File: src/rtl/ggpc_pkg.sv
// Shared constants, codes and the arctangent table of the go-to-goal controller.
// No dependencies; imported by every module of the block.
`default_nettype none
package ggpc_pkg;

	localparam int CORDIC_STEPS_DEF = 16;
	localparam int POS_W  = 32;   // Q16.16 positions
	localparam int QUAT_W = 16;   // Q1.14 quaternion parts
	localparam int ANG_W  = 16;   // Q3.13 angles
	localparam int CMD_W  = 15;   // Q3.12 gains and limits
	localparam int CRD_W  = 40;   // CORDIC x/y datapath, covers gain growth
	localparam int ZW     = 17;   // CORDIC angle accumulator
	localparam int STEP_W = 6;    // CORDIC and square-root step counter, holds up to 63
	localparam int SQ_W   = 64;   // radicand width
	localparam int ROOT_W = 32;
	localparam int ACC_W  = 68;   // multiply-accumulate register
	localparam int MUL_W  = 18;   // shared multiplier operand width

	localparam logic signed [ZW-1:0] HALF_PI_Q13 = 17'sd12868;
	localparam logic signed [ZW-1:0] PI_Q13      = 17'sd25736;
	localparam logic signed [ZW-1:0] TWO_PI_Q13  = 17'sd51472;

	typedef enum logic [1:0] {
		FUNC_ODOM   = 2'd0,
		FUNC_TICK   = 2'd1,
		FUNC_CANCEL = 2'd2,
		FUNC_START  = 2'd3
	} func_t;

	typedef enum logic [1:0] {
		STAT_RUNNING   = 2'd0,
		STAT_SUCCEEDED = 2'd1,
		STAT_CANCELED  = 2'd2
	} status_t;

	typedef enum logic [2:0] {
		CFG_GOAL_X        = 3'd0,
		CFG_GOAL_Y        = 3'd1,
		CFG_ARRIVE_TOL    = 3'd2,
		CFG_LINEAR_GAIN   = 3'd3,
		CFG_LINEAR_LIMIT  = 3'd4,
		CFG_ANGULAR_GAIN  = 3'd5,
		CFG_ANGULAR_LIMIT = 3'd6
	} cfg_idx_t;

	// atan(2^-i) in Q3.13
	function automatic logic signed [ZW-1:0] atan_lut(input logic [4:0] idx);
		logic signed [ZW-1:0] v;
		case (idx)
			5'd0:    v = 17'sd6434;
			5'd1:    v = 17'sd3798;
			5'd2:    v = 17'sd2007;
			5'd3:    v = 17'sd1019;
			5'd4:    v = 17'sd511;
			5'd5:    v = 17'sd256;
			5'd6:    v = 17'sd128;
			5'd7:    v = 17'sd64;
			5'd8:    v = 17'sd32;
			5'd9:    v = 17'sd16;
			5'd10:   v = 17'sd8;
			5'd11:   v = 17'sd4;
			5'd12:   v = 17'sd2;
			5'd13:   v = 17'sd1;
			default: v = 17'sd0;
		endcase
		return v;
	endfunction

endpackage
`default_nettype wire

File: src/rtl/go_to_goal_p_controller_top.sv
// Go-to-goal proportional controller. Odometry item: quaternion products, then the CORDIC.
// Control tick while navigating: distance products, square root, CORDIC and command
// products, on one shared 18x18 multiplier, the bit-serial square root and the
// iterative CORDIC; cancel or arrival ends after the square root. One item at a time;
// a waiting result does not block the next transfer in. Reset (arst_n, asynchronous)
// clears pose, heading and the navigating flag and loads the register defaults.
`default_nettype none
module go_to_goal_p_controller_top import ggpc_pkg::*; #(
	parameter int CORDIC_STEPS = CORDIC_STEPS_DEF
) (
	input  wire logic                     clk,
	input  wire logic                     arst_n,
	// configuration write channel
	input  wire logic                     cfg_valid,
	output logic                          cfg_ready,
	input  wire logic [2:0]               cfg_index,
	input  wire logic [31:0]              cfg_data,
	// input channel
	input  wire logic                     in_valid,
	output logic                          in_stall,
	input  wire logic [1:0]               func,
	input  wire logic signed [POS_W-1:0]  pos_x,
	input  wire logic signed [POS_W-1:0]  pos_y,
	input  wire logic signed [QUAT_W-1:0] quat_x,
	input  wire logic signed [QUAT_W-1:0] quat_y,
	input  wire logic signed [QUAT_W-1:0] quat_z,
	input  wire logic signed [QUAT_W-1:0] quat_w,
	// result channel
	output logic                          out_valid,
	input  wire logic                     out_stall,
	output logic [CMD_W-1:0]              linear_cmd,
	output logic signed [ANG_W-1:0]       angular_cmd,
	output logic [31:0]                   distance_left,
	output logic [1:0]                    status
);

	typedef enum logic [2:0] {
		S_IDLE, S_MUL_P, S_MUL_A, S_SQRT, S_DECIDE, S_CORDIC, S_OUT
	} state_t;

	typedef enum logic [1:0] {JOB_QUAT, JOB_DIST, JOB_LIN, JOB_ANG} job_t;

	// configuration registers
	logic signed [POS_W-1:0] goal_x_q, goal_y_q;
	logic [30:0]             tol_q;
	logic [CMD_W-1:0]        lin_gain_q, lin_lim_q, ang_gain_q, ang_lim_q;

	// block state and working registers
	state_t                   state_q;
	job_t                     job_q;
	logic [2:0]               step_q;
	logic signed [POS_W-1:0]  pose_x_q, pose_y_q;
	logic signed [ANG_W-1:0]  heading_q;
	logic                     nav_q, cancel_q;
	logic signed [QUAT_W-1:0] qx_q, qy_q, qz_q, qw_q;
	logic signed [POS_W:0]    dx_q, dy_q;
	logic signed [33:0]       s_q;
	logic signed [ACC_W-1:0]  acc_q;
	logic signed [2*MUL_W-1:0] prod_q;
	logic [31:0]              dist_q;
	logic signed [ZW-1:0]     err_q;
	logic [CMD_W-1:0]         res_lin_q;
	logic signed [ANG_W-1:0]  res_ang_q;
	status_t                  res_stat_q;

	// output registers
	logic                     out_valid_q;
	logic [CMD_W-1:0]         lin_out_q;
	logic signed [ANG_W-1:0]  ang_out_q;
	logic [31:0]              dist_out_q;
	status_t                  stat_out_q;

	// datapath nets
	logic [POS_W:0]           ax, ay;
	logic signed [MUL_W-1:0]  mul_a, mul_b;
	logic [5:0]               mul_sh;
	logic                     mul_last;
	logic signed [ACC_W-1:0]  addend, acc_base, acc_sum, ang_sh, lim_ang, lim_lin;
	logic signed [ACC_W-1:0]  c_wide;
	logic                     in_xfer;
	logic                     cord_start, cord_done;
	logic signed [CRD_W-1:0]  cord_y, cord_x;
	logic signed [ANG_W-1:0]  cord_angle;
	logic signed [ZW-1:0]     err_raw, err_wrap;
	logic                     sq_start, sq_done;
	logic [ROOT_W-1:0]        sq_root;
	logic                     arrived;

	assign cfg_ready = 1'b1;
	assign in_stall  = (state_q != S_IDLE);
	assign in_xfer   = in_valid && !in_stall;

	// configuration writes
	always_ff @(posedge clk or negedge arst_n) begin
		if (!arst_n) begin
			goal_x_q   <= '0;
			goal_y_q   <= '0;
			tol_q      <= 31'd6554;
			lin_gain_q <= 15'd2048;
			lin_lim_q  <= 15'd2048;
			ang_gain_q <= 15'd4096;
			ang_lim_q  <= 15'd4096;
		end else if (cfg_valid && cfg_ready) begin
			case (cfg_idx_t'(cfg_index))
				CFG_GOAL_X:        goal_x_q   <= cfg_data;
				CFG_GOAL_Y:        goal_y_q   <= cfg_data;
				CFG_ARRIVE_TOL:    tol_q      <= cfg_data[30:0];
				CFG_LINEAR_GAIN:   lin_gain_q <= cfg_data[CMD_W-1:0];
				CFG_LINEAR_LIMIT:  lin_lim_q  <= cfg_data[CMD_W-1:0];
				CFG_ANGULAR_GAIN:  ang_gain_q <= cfg_data[CMD_W-1:0];
				CFG_ANGULAR_LIMIT: ang_lim_q  <= cfg_data[CMD_W-1:0];
				default: ;
			endcase
		end
	end

	// magnitudes of the goal offset
	assign ax = dx_q[POS_W] ? (POS_W+1)'(-dx_q) : (POS_W+1)'(dx_q);
	assign ay = dy_q[POS_W] ? (POS_W+1)'(-dy_q) : (POS_W+1)'(dy_q);

	// operand select for the shared multiplier
	always_comb begin
		mul_a    = '0;
		mul_b    = '0;
		mul_sh   = 6'd0;
		mul_last = 1'b0;
		case (job_q)
			JOB_QUAT: begin
				case (step_q)
					3'd0: begin
						mul_a = {{2{qw_q[15]}}, qw_q};
						mul_b = {{2{qz_q[15]}}, qz_q};
					end
					3'd1: begin
						mul_a = {{2{qx_q[15]}}, qx_q};
						mul_b = {{2{qy_q[15]}}, qy_q};
					end
					3'd2: begin
						mul_a = {{2{qy_q[15]}}, qy_q};
						mul_b = {{2{qy_q[15]}}, qy_q};
					end
					default: begin
						mul_a    = {{2{qz_q[15]}}, qz_q};
						mul_b    = {{2{qz_q[15]}}, qz_q};
						mul_last = 1'b1;
					end
				endcase
			end
			JOB_DIST: begin
				// |d|^2 = hi^2 << 32 + 2 hi lo << 16 + lo^2
				case (step_q)
					3'd0: begin
						mul_a  = {1'b0, ax[32:16]};
						mul_b  = {1'b0, ax[32:16]};
						mul_sh = 6'd32;
					end
					3'd1: begin
						mul_a  = {1'b0, ax[32:16]};
						mul_b  = {2'b00, ax[15:0]};
						mul_sh = 6'd17;
					end
					3'd2: begin
						mul_a = {2'b00, ax[15:0]};
						mul_b = {2'b00, ax[15:0]};
					end
					3'd3: begin
						mul_a  = {1'b0, ay[32:16]};
						mul_b  = {1'b0, ay[32:16]};
						mul_sh = 6'd32;
					end
					3'd4: begin
						mul_a  = {1'b0, ay[32:16]};
						mul_b  = {2'b00, ay[15:0]};
						mul_sh = 6'd17;
					end
					default: begin
						mul_a    = {2'b00, ay[15:0]};
						mul_b    = {2'b00, ay[15:0]};
						mul_last = 1'b1;
					end
				endcase
			end
			JOB_LIN: begin
				mul_a = {3'b000, lin_gain_q};
				if (step_q == 3'd0) begin
					mul_b = {2'b00, dist_q[15:0]};
				end else begin
					mul_b    = {2'b00, dist_q[31:16]};
					mul_last = 1'b1;
				end
			end
			default: begin
				mul_a    = {3'b000, ang_gain_q};
				mul_b    = {err_q[ZW-1], err_q};
				mul_last = 1'b1;
			end
		endcase
	end

	// accumulate path; the linear job drops the low 16 bits between its halves
	always_comb begin
		addend   = {{(ACC_W-2*MUL_W){prod_q[2*MUL_W-1]}}, prod_q} <<< mul_sh;
		acc_base = (job_q == JOB_LIN && step_q != 3'd0) ? (acc_q >>> 16) : acc_q;
		acc_sum  = acc_base + addend;
		c_wide   = 68'sd536870912 - (acc_sum <<< 1);
		ang_sh   = acc_sum >>> 13;
		lim_ang  = {{(ACC_W-CMD_W){1'b0}}, ang_lim_q};
		lim_lin  = {{(ACC_W-CMD_W){1'b0}}, lin_lim_q};
		arrived  = (dist_q <= {1'b0, tol_q});
	end

	// heading error wrapped into plus or minus pi
	always_comb begin
		err_raw = {cord_angle[ANG_W-1], cord_angle} - {heading_q[ANG_W-1], heading_q};
		if (err_raw > PI_Q13) begin
			err_wrap = err_raw - TWO_PI_Q13;
		end else if (err_raw < -PI_Q13) begin
			err_wrap = err_raw + TWO_PI_Q13;
		end else begin
			err_wrap = err_raw;
		end
	end

	// start strobes for the iterative units
	always_comb begin
		cord_start = 1'b0;
		cord_y     = {{(CRD_W-POS_W-1){dy_q[POS_W]}}, dy_q};
		cord_x     = {{(CRD_W-POS_W-1){dx_q[POS_W]}}, dx_q};
		if (state_q == S_MUL_A && job_q == JOB_QUAT && mul_last) begin
			cord_start = 1'b1;
			cord_y     = {{(CRD_W-34){s_q[33]}}, s_q};
			cord_x     = {{(CRD_W-34){c_wide[33]}}, c_wide[33:0]};
		end else if (state_q == S_DECIDE && !cancel_q && !arrived) begin
			cord_start = 1'b1;
		end
		sq_start = (state_q == S_MUL_A) && (job_q == JOB_DIST) && mul_last &&
			(acc_sum[ACC_W-1:SQ_W] == '0);
	end

	// sequencer
	always_ff @(posedge clk or negedge arst_n) begin
		if (!arst_n) begin
			state_q     <= S_IDLE;
			job_q       <= JOB_QUAT;
			step_q      <= '0;
			nav_q       <= 1'b0;
			cancel_q    <= 1'b0;
			pose_x_q    <= '0;
			pose_y_q    <= '0;
			heading_q   <= '0;
			qx_q        <= '0;
			qy_q        <= '0;
			qz_q        <= '0;
			qw_q        <= '0;
			dx_q        <= '0;
			dy_q        <= '0;
			s_q         <= '0;
			acc_q       <= '0;
			prod_q      <= '0;
			dist_q      <= '0;
			err_q       <= '0;
			res_lin_q   <= '0;
			res_ang_q   <= '0;
			res_stat_q  <= STAT_RUNNING;
			out_valid_q <= 1'b0;
			lin_out_q   <= '0;
			ang_out_q   <= '0;
			dist_out_q  <= '0;
			stat_out_q  <= STAT_RUNNING;
		end else begin
			if (out_valid_q && !out_stall) begin
				out_valid_q <= 1'b0;
			end
			case (state_q)
				S_IDLE: begin
					if (in_xfer) begin
						case (func_t'(func))
							FUNC_ODOM: begin
								pose_x_q <= pos_x;
								pose_y_q <= pos_y;
								qx_q     <= quat_x;
								qy_q     <= quat_y;
								qz_q     <= quat_z;
								qw_q     <= quat_w;
								job_q    <= JOB_QUAT;
								step_q   <= '0;
								acc_q    <= '0;
								state_q  <= S_MUL_P;
							end
							FUNC_START: nav_q <= 1'b1;
							default: begin
								if (nav_q) begin
									cancel_q <= (func_t'(func) == FUNC_CANCEL);
									dx_q     <= {goal_x_q[POS_W-1], goal_x_q} -
										{pose_x_q[POS_W-1], pose_x_q};
									dy_q     <= {goal_y_q[POS_W-1], goal_y_q} -
										{pose_y_q[POS_W-1], pose_y_q};
									job_q    <= JOB_DIST;
									step_q   <= '0;
									acc_q    <= '0;
									state_q  <= S_MUL_P;
								end
							end
						endcase
					end
				end
				S_MUL_P: begin
					prod_q  <= mul_a * mul_b;
					state_q <= S_MUL_A;
				end
				S_MUL_A: begin
					acc_q   <= acc_sum;
					step_q  <= step_q + 1'b1;
					state_q <= S_MUL_P;
					if (job_q == JOB_QUAT && step_q == 3'd1) begin
						// sine term done, start the cosine term
						s_q   <= {acc_sum[32:0], 1'b0};
						acc_q <= '0;
					end
					if (mul_last) begin
						case (job_q)
							JOB_QUAT: state_q <= S_CORDIC;
							JOB_DIST: begin
								if (acc_sum[ACC_W-1:SQ_W] != '0) begin
									dist_q  <= '1;
									state_q <= S_DECIDE;
								end else begin
									state_q <= S_SQRT;
								end
							end
							JOB_LIN: begin
								res_lin_q <= (acc_sum > lim_lin) ? lin_lim_q :
									acc_sum[CMD_W-1:0];
								job_q     <= JOB_ANG;
								step_q    <= '0;
								acc_q     <= '0;
							end
							default: begin
								if (ang_sh > lim_ang) begin
									res_ang_q <= {1'b0, ang_lim_q};
								end else if (ang_sh < -lim_ang) begin
									res_ang_q <= -{1'b0, ang_lim_q};
								end else begin
									res_ang_q <= ang_sh[ANG_W-1:0];
								end
								res_stat_q <= STAT_RUNNING;
								state_q    <= S_OUT;
							end
						endcase
					end
				end
				S_SQRT: begin
					if (sq_done) begin
						dist_q  <= sq_root;
						state_q <= S_DECIDE;
					end
				end
				S_DECIDE: begin
					if (cancel_q) begin
						nav_q      <= 1'b0;
						res_lin_q  <= '0;
						res_ang_q  <= '0;
						res_stat_q <= STAT_CANCELED;
						state_q    <= S_OUT;
					end else if (arrived) begin
						nav_q      <= 1'b0;
						res_lin_q  <= '0;
						res_ang_q  <= '0;
						res_stat_q <= STAT_SUCCEEDED;
						state_q    <= S_OUT;
					end else begin
						state_q <= S_CORDIC;
					end
				end
				S_CORDIC: begin
					if (cord_done) begin
						if (job_q == JOB_QUAT) begin
							heading_q <= cord_angle;
							state_q   <= S_IDLE;
						end else begin
							err_q   <= err_wrap;
							job_q   <= JOB_LIN;
							step_q  <= '0;
							acc_q   <= '0;
							state_q <= S_MUL_P;
						end
					end
				end
				S_OUT: begin
					// load the result once the output slot is free
					if (!out_valid_q || !out_stall) begin
						out_valid_q <= 1'b1;
						lin_out_q   <= res_lin_q;
						ang_out_q   <= res_ang_q;
						dist_out_q  <= dist_q;
						stat_out_q  <= res_stat_q;
						state_q     <= S_IDLE;
					end
				end
				default: state_q <= S_IDLE;
			endcase
		end
	end

	ggpc_cordic #(
		.CORDIC_STEPS(CORDIC_STEPS)
	) u_cordic (
		.clk    (clk),
		.arst_n (arst_n),
		.start  (cord_start),
		.y_in   (cord_y),
		.x_in   (cord_x),
		.done   (cord_done),
		.angle  (cord_angle)
	);

	ggpc_isqrt u_isqrt (
		.clk      (clk),
		.arst_n   (arst_n),
		.start    (sq_start),
		.radicand (acc_sum[SQ_W-1:0]),
		.done     (sq_done),
		.root     (sq_root)
	);

	assign out_valid     = out_valid_q;
	assign linear_cmd    = lin_out_q;
	assign angular_cmd   = ang_out_q;
	assign distance_left = dist_out_q;
	assign status        = stat_out_q;

endmodule
`default_nettype wire

File: src/rtl/ggpc_cordic.sv
// Iterative CORDIC atan2 in vectoring mode, one micro-rotation per cycle.
// Depends on ggpc_pkg for widths, pi constants and the arctangent table.
`default_nettype none
module ggpc_cordic import ggpc_pkg::*; #(
	parameter int CORDIC_STEPS = CORDIC_STEPS_DEF
) (
	input  wire logic                     clk,
	input  wire logic                     arst_n,
	input  wire logic                     start,
	input  wire logic signed [CRD_W-1:0]  y_in,
	input  wire logic signed [CRD_W-1:0]  x_in,
	output logic                          done,
	output logic signed [ANG_W-1:0]       angle
);

	logic signed [CRD_W-1:0] x_q, y_q, xs, ys;
	logic signed [ZW-1:0]    z_q;
	logic [STEP_W-1:0]       cnt_q;
	logic                    busy_q, done_q;
	logic                    step_last;

	// arithmetic shifts round toward minus infinity
	always_comb begin
		xs        = x_q >>> cnt_q;
		ys        = y_q >>> cnt_q;
		step_last = (cnt_q == STEP_W'(CORDIC_STEPS - 1));
	end

	always_ff @(posedge clk or negedge arst_n) begin
		if (!arst_n) begin
			busy_q <= 1'b0;
			done_q <= 1'b0;
			cnt_q  <= '0;
			x_q    <= '0;
			y_q    <= '0;
			z_q    <= '0;
		end else begin
			done_q <= 1'b0;
			if (start) begin
				cnt_q <= '0;
				if (x_in == 0 && y_in == 0) begin
					// null vector: angle zero
					z_q    <= '0;
					busy_q <= 1'b0;
					done_q <= 1'b1;
				end else begin
					busy_q <= 1'b1;
					// left half-plane: pre-rotate by a quarter turn
					if (x_in < 0) begin
						if (y_in >= 0) begin
							x_q <= y_in;
							y_q <= -x_in;
							z_q <= HALF_PI_Q13;
						end else begin
							x_q <= -y_in;
							y_q <= x_in;
							z_q <= -HALF_PI_Q13;
						end
					end else begin
						x_q <= x_in;
						y_q <= y_in;
						z_q <= '0;
					end
				end
			end else if (busy_q) begin
				if (y_q >= 0) begin
					x_q <= x_q + ys;
					y_q <= y_q - xs;
					z_q <= z_q + atan_lut(cnt_q[4:0]);
				end else begin
					x_q <= x_q - ys;
					y_q <= y_q + xs;
					z_q <= z_q - atan_lut(cnt_q[4:0]);
				end
				cnt_q <= cnt_q + 1'b1;
				if (step_last) begin
					busy_q <= 1'b0;
					done_q <= 1'b1;
				end
			end
		end
	end

	assign done  = done_q;
	assign angle = z_q[ANG_W-1:0];

endmodule
`default_nettype wire

File: src/rtl/ggpc_isqrt.sv
// Bit-serial integer square root (floor), one result bit per cycle.
// Depends on ggpc_pkg for widths.
`default_nettype none
module ggpc_isqrt import ggpc_pkg::*; (
	input  wire logic              clk,
	input  wire logic              arst_n,
	input  wire logic              start,
	input  wire logic [SQ_W-1:0]   radicand,
	output logic                   done,
	output logic [ROOT_W-1:0]      root
);

	logic [SQ_W-1:0]   rem_q, res_q, bit_q, trial;
	logic [STEP_W-1:0] cnt_q;
	logic              busy_q, done_q;

	assign trial = res_q + bit_q;

	always_ff @(posedge clk or negedge arst_n) begin
		if (!arst_n) begin
			rem_q  <= '0;
			res_q  <= '0;
			bit_q  <= '0;
			cnt_q  <= '0;
			busy_q <= 1'b0;
			done_q <= 1'b0;
		end else begin
			done_q <= 1'b0;
			if (start) begin
				rem_q  <= radicand;
				res_q  <= '0;
				bit_q  <= {2'b01, {(SQ_W-2){1'b0}}};
				cnt_q  <= '0;
				busy_q <= 1'b1;
			end else if (busy_q) begin
				// restoring step: try to take off res + bit
				if (rem_q >= trial) begin
					rem_q <= rem_q - trial;
					res_q <= (res_q >> 1) + bit_q;
				end else begin
					res_q <= res_q >> 1;
				end
				bit_q <= bit_q >> 2;
				cnt_q <= cnt_q + 1'b1;
				if (cnt_q == STEP_W'(ROOT_W - 1)) begin
					busy_q <= 1'b0;
					done_q <= 1'b1;
				end
			end
		end
	end

	assign done = done_q;
	assign root = res_q[ROOT_W-1:0];

endmodule
`default_nettype wire

File: config.mk
export PLATFORM = sky130hd
export DESIGN_NAME = go_to_goal_p_controller_top
export DESIGN_NICKNAME = d
export VERILOG_FILES = /design/src/rtl/ggpc_pkg.sv /design/src/rtl/go_to_goal_p_controller_top.sv /design/src/rtl/ggpc_cordic.sv /design/src/rtl/ggpc_isqrt.sv
export SDC_FILE = /design/constraint.sdc
export NUM_CORES = 2
export LEC_CHECK = 0
export BUFFER_PORTS_ARGS = -buffer_cell sky130_fd_sc_hd__buf_2
export CAP_MARGIN = 20
export CORE_MARGIN = 10
export CORE_UTILIZATION = 60
export DETAILED_ROUTE_END_ITERATION = 6
export PLACE_DENSITY = 0.79
export REMOVE_ABC_BUFFERS = 1
export SYNTH_ARGS = -nofsm -noshare
export SYNTH_HDL_FRONTEND = slang
export SYNTH_SLANG_ARGS = --single-unit
File: constraint.sdc
create_clock -name clk -period 20.5 [get_ports clk]
set_input_delay 4.1 -clock clk [delete_from_list [all_inputs] [get_ports clk]]
set_output_delay 4.1 -clock clk [all_outputs]
set_load 0.03 [all_outputs]
==> results.yml <==
timing:
  relSlewSlack: 0.163
  rsz0062_at_grt: "no"
  finalSetupTns_ns: 0
  fmax_ghz: 0.0843
  fin_crit_ns: 11.87
  setup_violations: 0
  post-route-period-util: 0.579
  finalClockSkew_ns: 0.0945
  tightestPinTransition_ns: 1.24
  hold_viol: 0
  maxSlewViolCount: 0
layout:
  fin_nets: 11500
  area_growth_syn_to_layout_pct: 7.75
  mostFrequentLayoutCells: "nand2_1, dfrtp_1, nor2_1"
  layout_commonest_cell: "nand2_1"
  drive_gt1_frac: 0.116
  utilization: 0.651
setup_path:
  crit_path_end_kind: "flip-flop"
  required_ns: 21.15
  cp_max_fo: 16
  crit_top_cell: "fa_1"
  startpoint_type: "flip-flop"
  critical_path.slowest_cell: "o21a_1"
  critPathMaxStageDelay_ns: 0.79
  arrival_ns: 12.52
  critical_path_class: "flip-flop to flip-flop"
synthesis:
  synth_top_family_by_area: "compound AO/OA/AOI/OAI gates"
  synth.distinct_cells: 106
  synthSimpleGateAreaFrac: 0.162
  synth-xor-area-share: 0.0623
  synthAdderAreaFrac: 0.164
  synth-compound-area-share: 0.199
  synth_flop_cell: "dfrtp_1"
  synth-edff-count: 0
  synth.ff_latch_count: 932
  syn_area_sq_mm: 0.0882
  synth_mux_area_frac: 0.0887
  ys_seq_area_frac: 0.265
  syn_avg_cell_area_sq_um: 8.43
  syn_inst: 10500
  yosysWarnings: 0
  async_flop_share: 1.00
clock_tree:
  postCtsSetupRepairBufs: 0
  cts_max_path_buffers: 3
  cts_htree_levels: 3
  clk_pin_slew_worst_paths_ns: 0.06
  cts_tree: "built"
  cts_buffers: 104
  insertion_delay_ns: 0.81
  cts_root_buf: "clkbuf_16"
  clock-sinks: 932
  postCtsHoldBufs: 0
  cts_resized: 0
run_status:
  status: "complete, no violations"
min_path:
  hold_class: "flip-flop to flip-flop"
placement:
  hpwl_mm: 253
  place.gp.congestion: 1.03
  port_buffers: 236
detailed_routing:
  initialDrtViolationCount: 9763
  wl_mm: 328
  firstDrtPassIters: 6
  wire_per_inst_um: 26.4
  post-route-drc-count: 0
  dr_total_vias: 82300
  drtAntennaViolNets: 0
  viasPerCell: 6.62
global_route:
  grt_max_degree: 199
  grt_pass1_vias: 80700
  grt_pass1_wl_mm: 496
  track_usage: 0.394
  antenna_found_initial: 18
  overflow: 0
floorplanning:
  initial_utilization: 0.605
  ioPinCount: 238
  core_sq_mm: 0.146
  die_y_um: 403
  die_area_sq_mm: 0.163
  die_w_um: 403
  rows: 140
flow_run:
  cap_violations: 0
==> critical path, delay by kind of cell, from the launching register on <==
| kind | cells | cell delay (ns) |
|---|---|---|
| xor gates and xnor gates | 2 | 0.25 |
| AOI/OAI and AO/OA | 12 | 3.66 |
| adders and majority gates | 7 | 3.24 |
| and+or+nand+nor | 11 | 3.84 |
| buffers and inverters | 5 | 0.33 |
| DFF | 1 | 0.44 |
==> through the flow <==
stage | worst slack [ns] | std cells | hold WS, ns | instance area (sq um)
CTS | 8.86 | 12400 | 0.487 | 94900
detailed placement | 8.86 | 12200 | 0.471 | 91200
global placement | 9.28 | 12200 | 0.464 | 91200
finish | 8.63 | 12400 | 0.484 | 95000
floorplan | 5.41 | 9891 | 0.445 | 85900
global route | 7.91 | 12400 | 0.507 | 95000
==> cells in the mapped netlist (24+ instances only) <==
cell type / count / area (sq um)
o31ai_1: 93 / 698
nand2_1: 1290 / 4840
nor4_1: 51 / 319
nand4_1: 97 / 607
and2_1: 67 / 419
mux2_2: 343 / 3860
a31oi_1: 128 / 801
nor3_1: 190 / 951
o22ai_1: 51 / 319
and3_1: 51 / 319
xor2_1: 260 / 2280
nand2b_1: 106 / 663
o21ai_1: 78 / 390
o211ai_1: 86 / 646
nor2_1: 912 / 3420
o31a_1: 24 / 210
clkbuf_1: 471 / 1770
inv_1: 783 / 2940
buf_2: 25 / 125
xnor2_1: 360 / 3150
o221ai_1: 32 / 280
ha_1: 617 / 7720
a22o_1: 51 / 447
nand3_1: 135 / 676
nor2b_1: 86 / 538
a22oi_1: 25 / 188
dfrtp_1: 921 / 23000
a221oi_1: 30 / 263
mux4_2: 96 / 2160
o21bai_1: 82 / 616
o21ai_0: 771 / 3860
or3_1: 49 / 307
a21o_1: 199 / 1490
a21oi_1: 638 / 3190
buf_1: 55 / 206
mux2i_1: 180 / 1800
or2_2: 53 / 332
o22a_1: 38 / 333
or4_1: 29 / 218
o21a_1: 82 / 616
fa_1: 337 / 6750
a211oi_1: 124 / 931
==> path summary, 6_finish.rpt <==
kind	slack [ns]	to	depth (start not counted)	from
max	8.63	prod_q[34]$_DFFE_PN0N_	37	dx_q[3]$_DFFE_PN0P_
min	0.48	res_lin_q[1]$_DFFE_PN0P_	2	res_lin_q[1]$_DFFE_PN0P_
max reg2reg	8.63	prod_q[34]$_DFFE_PN0N_	37	dx_q[3]$_DFFE_PN0P_
min reg2reg	0.48	res_lin_q[1]$_DFFE_PN0P_	2	res_lin_q[1]$_DFFE_PN0P_
max in group asynchronous	13.80	u_isqrt.cnt_q[1]$_DFFE_PN0P_	4	arst_n
min in group asynchronous	3.37	u_cordic.x_q[15]$_DFFE_PN0P_	1	arst_n
==> state kept, by name, summed over array words and instances, names as in the netlist, 17 cells and up <==
name and cells:
acc_q 68, u_isqrt.rem_q 64, u_isqrt.res_q 64, u_cordic.x_q 40, u_cordic.y_q 40, prod_q 36
dx_q 33, dy_q 33, s_q 33, dist_q 32, distance_left 32, goal_x_q 32
goal_y_q 32, pose_x_q 32, pose_y_q 32, u_isqrt.bit_q 32, tol_q 31, err_q 17
==> kinds of logic (layout without fill, tap and decap cells) <==
family                   count (synthesis)  count (layout)
AO/OA/AOI/OAI                         2775            2775
XOR/XNOR                               623             623
adder cells (fa/ha/maj)                954             954
buffers and inverters                 1359            1406
flip-flops                             932             932
multiplexers                           619             619
other                                    1              15
AND/OR/NAND/NOR                       3197            3197
==> routing by layer <==
layer,vias up,GRT usage,share of wire
met3,1036,0.103,0.11
met1,40100,0.500,0.39
met2,4505,0.607,0.44
met5,-,0,0.00021
li1,36700,-,-
met4,12,0.227,0.067
==> cell type report <==
cell class | instances | area (sq um)
sequential | 932 | 23400
clock buffer | 143 | 3000
antenna | 14 | 35.0
fill | 12100 | 50900
tap | 1917 | 2400
timing repair buffer | 421 | 2650
multi-input combinational | 8169 | 59900
clock inverter | 52 | 711
inverter | 790 | 2970
Power is not shown: default switching activity piles up to over one toggle a cycle in this logic, so the estimate is an artifact.
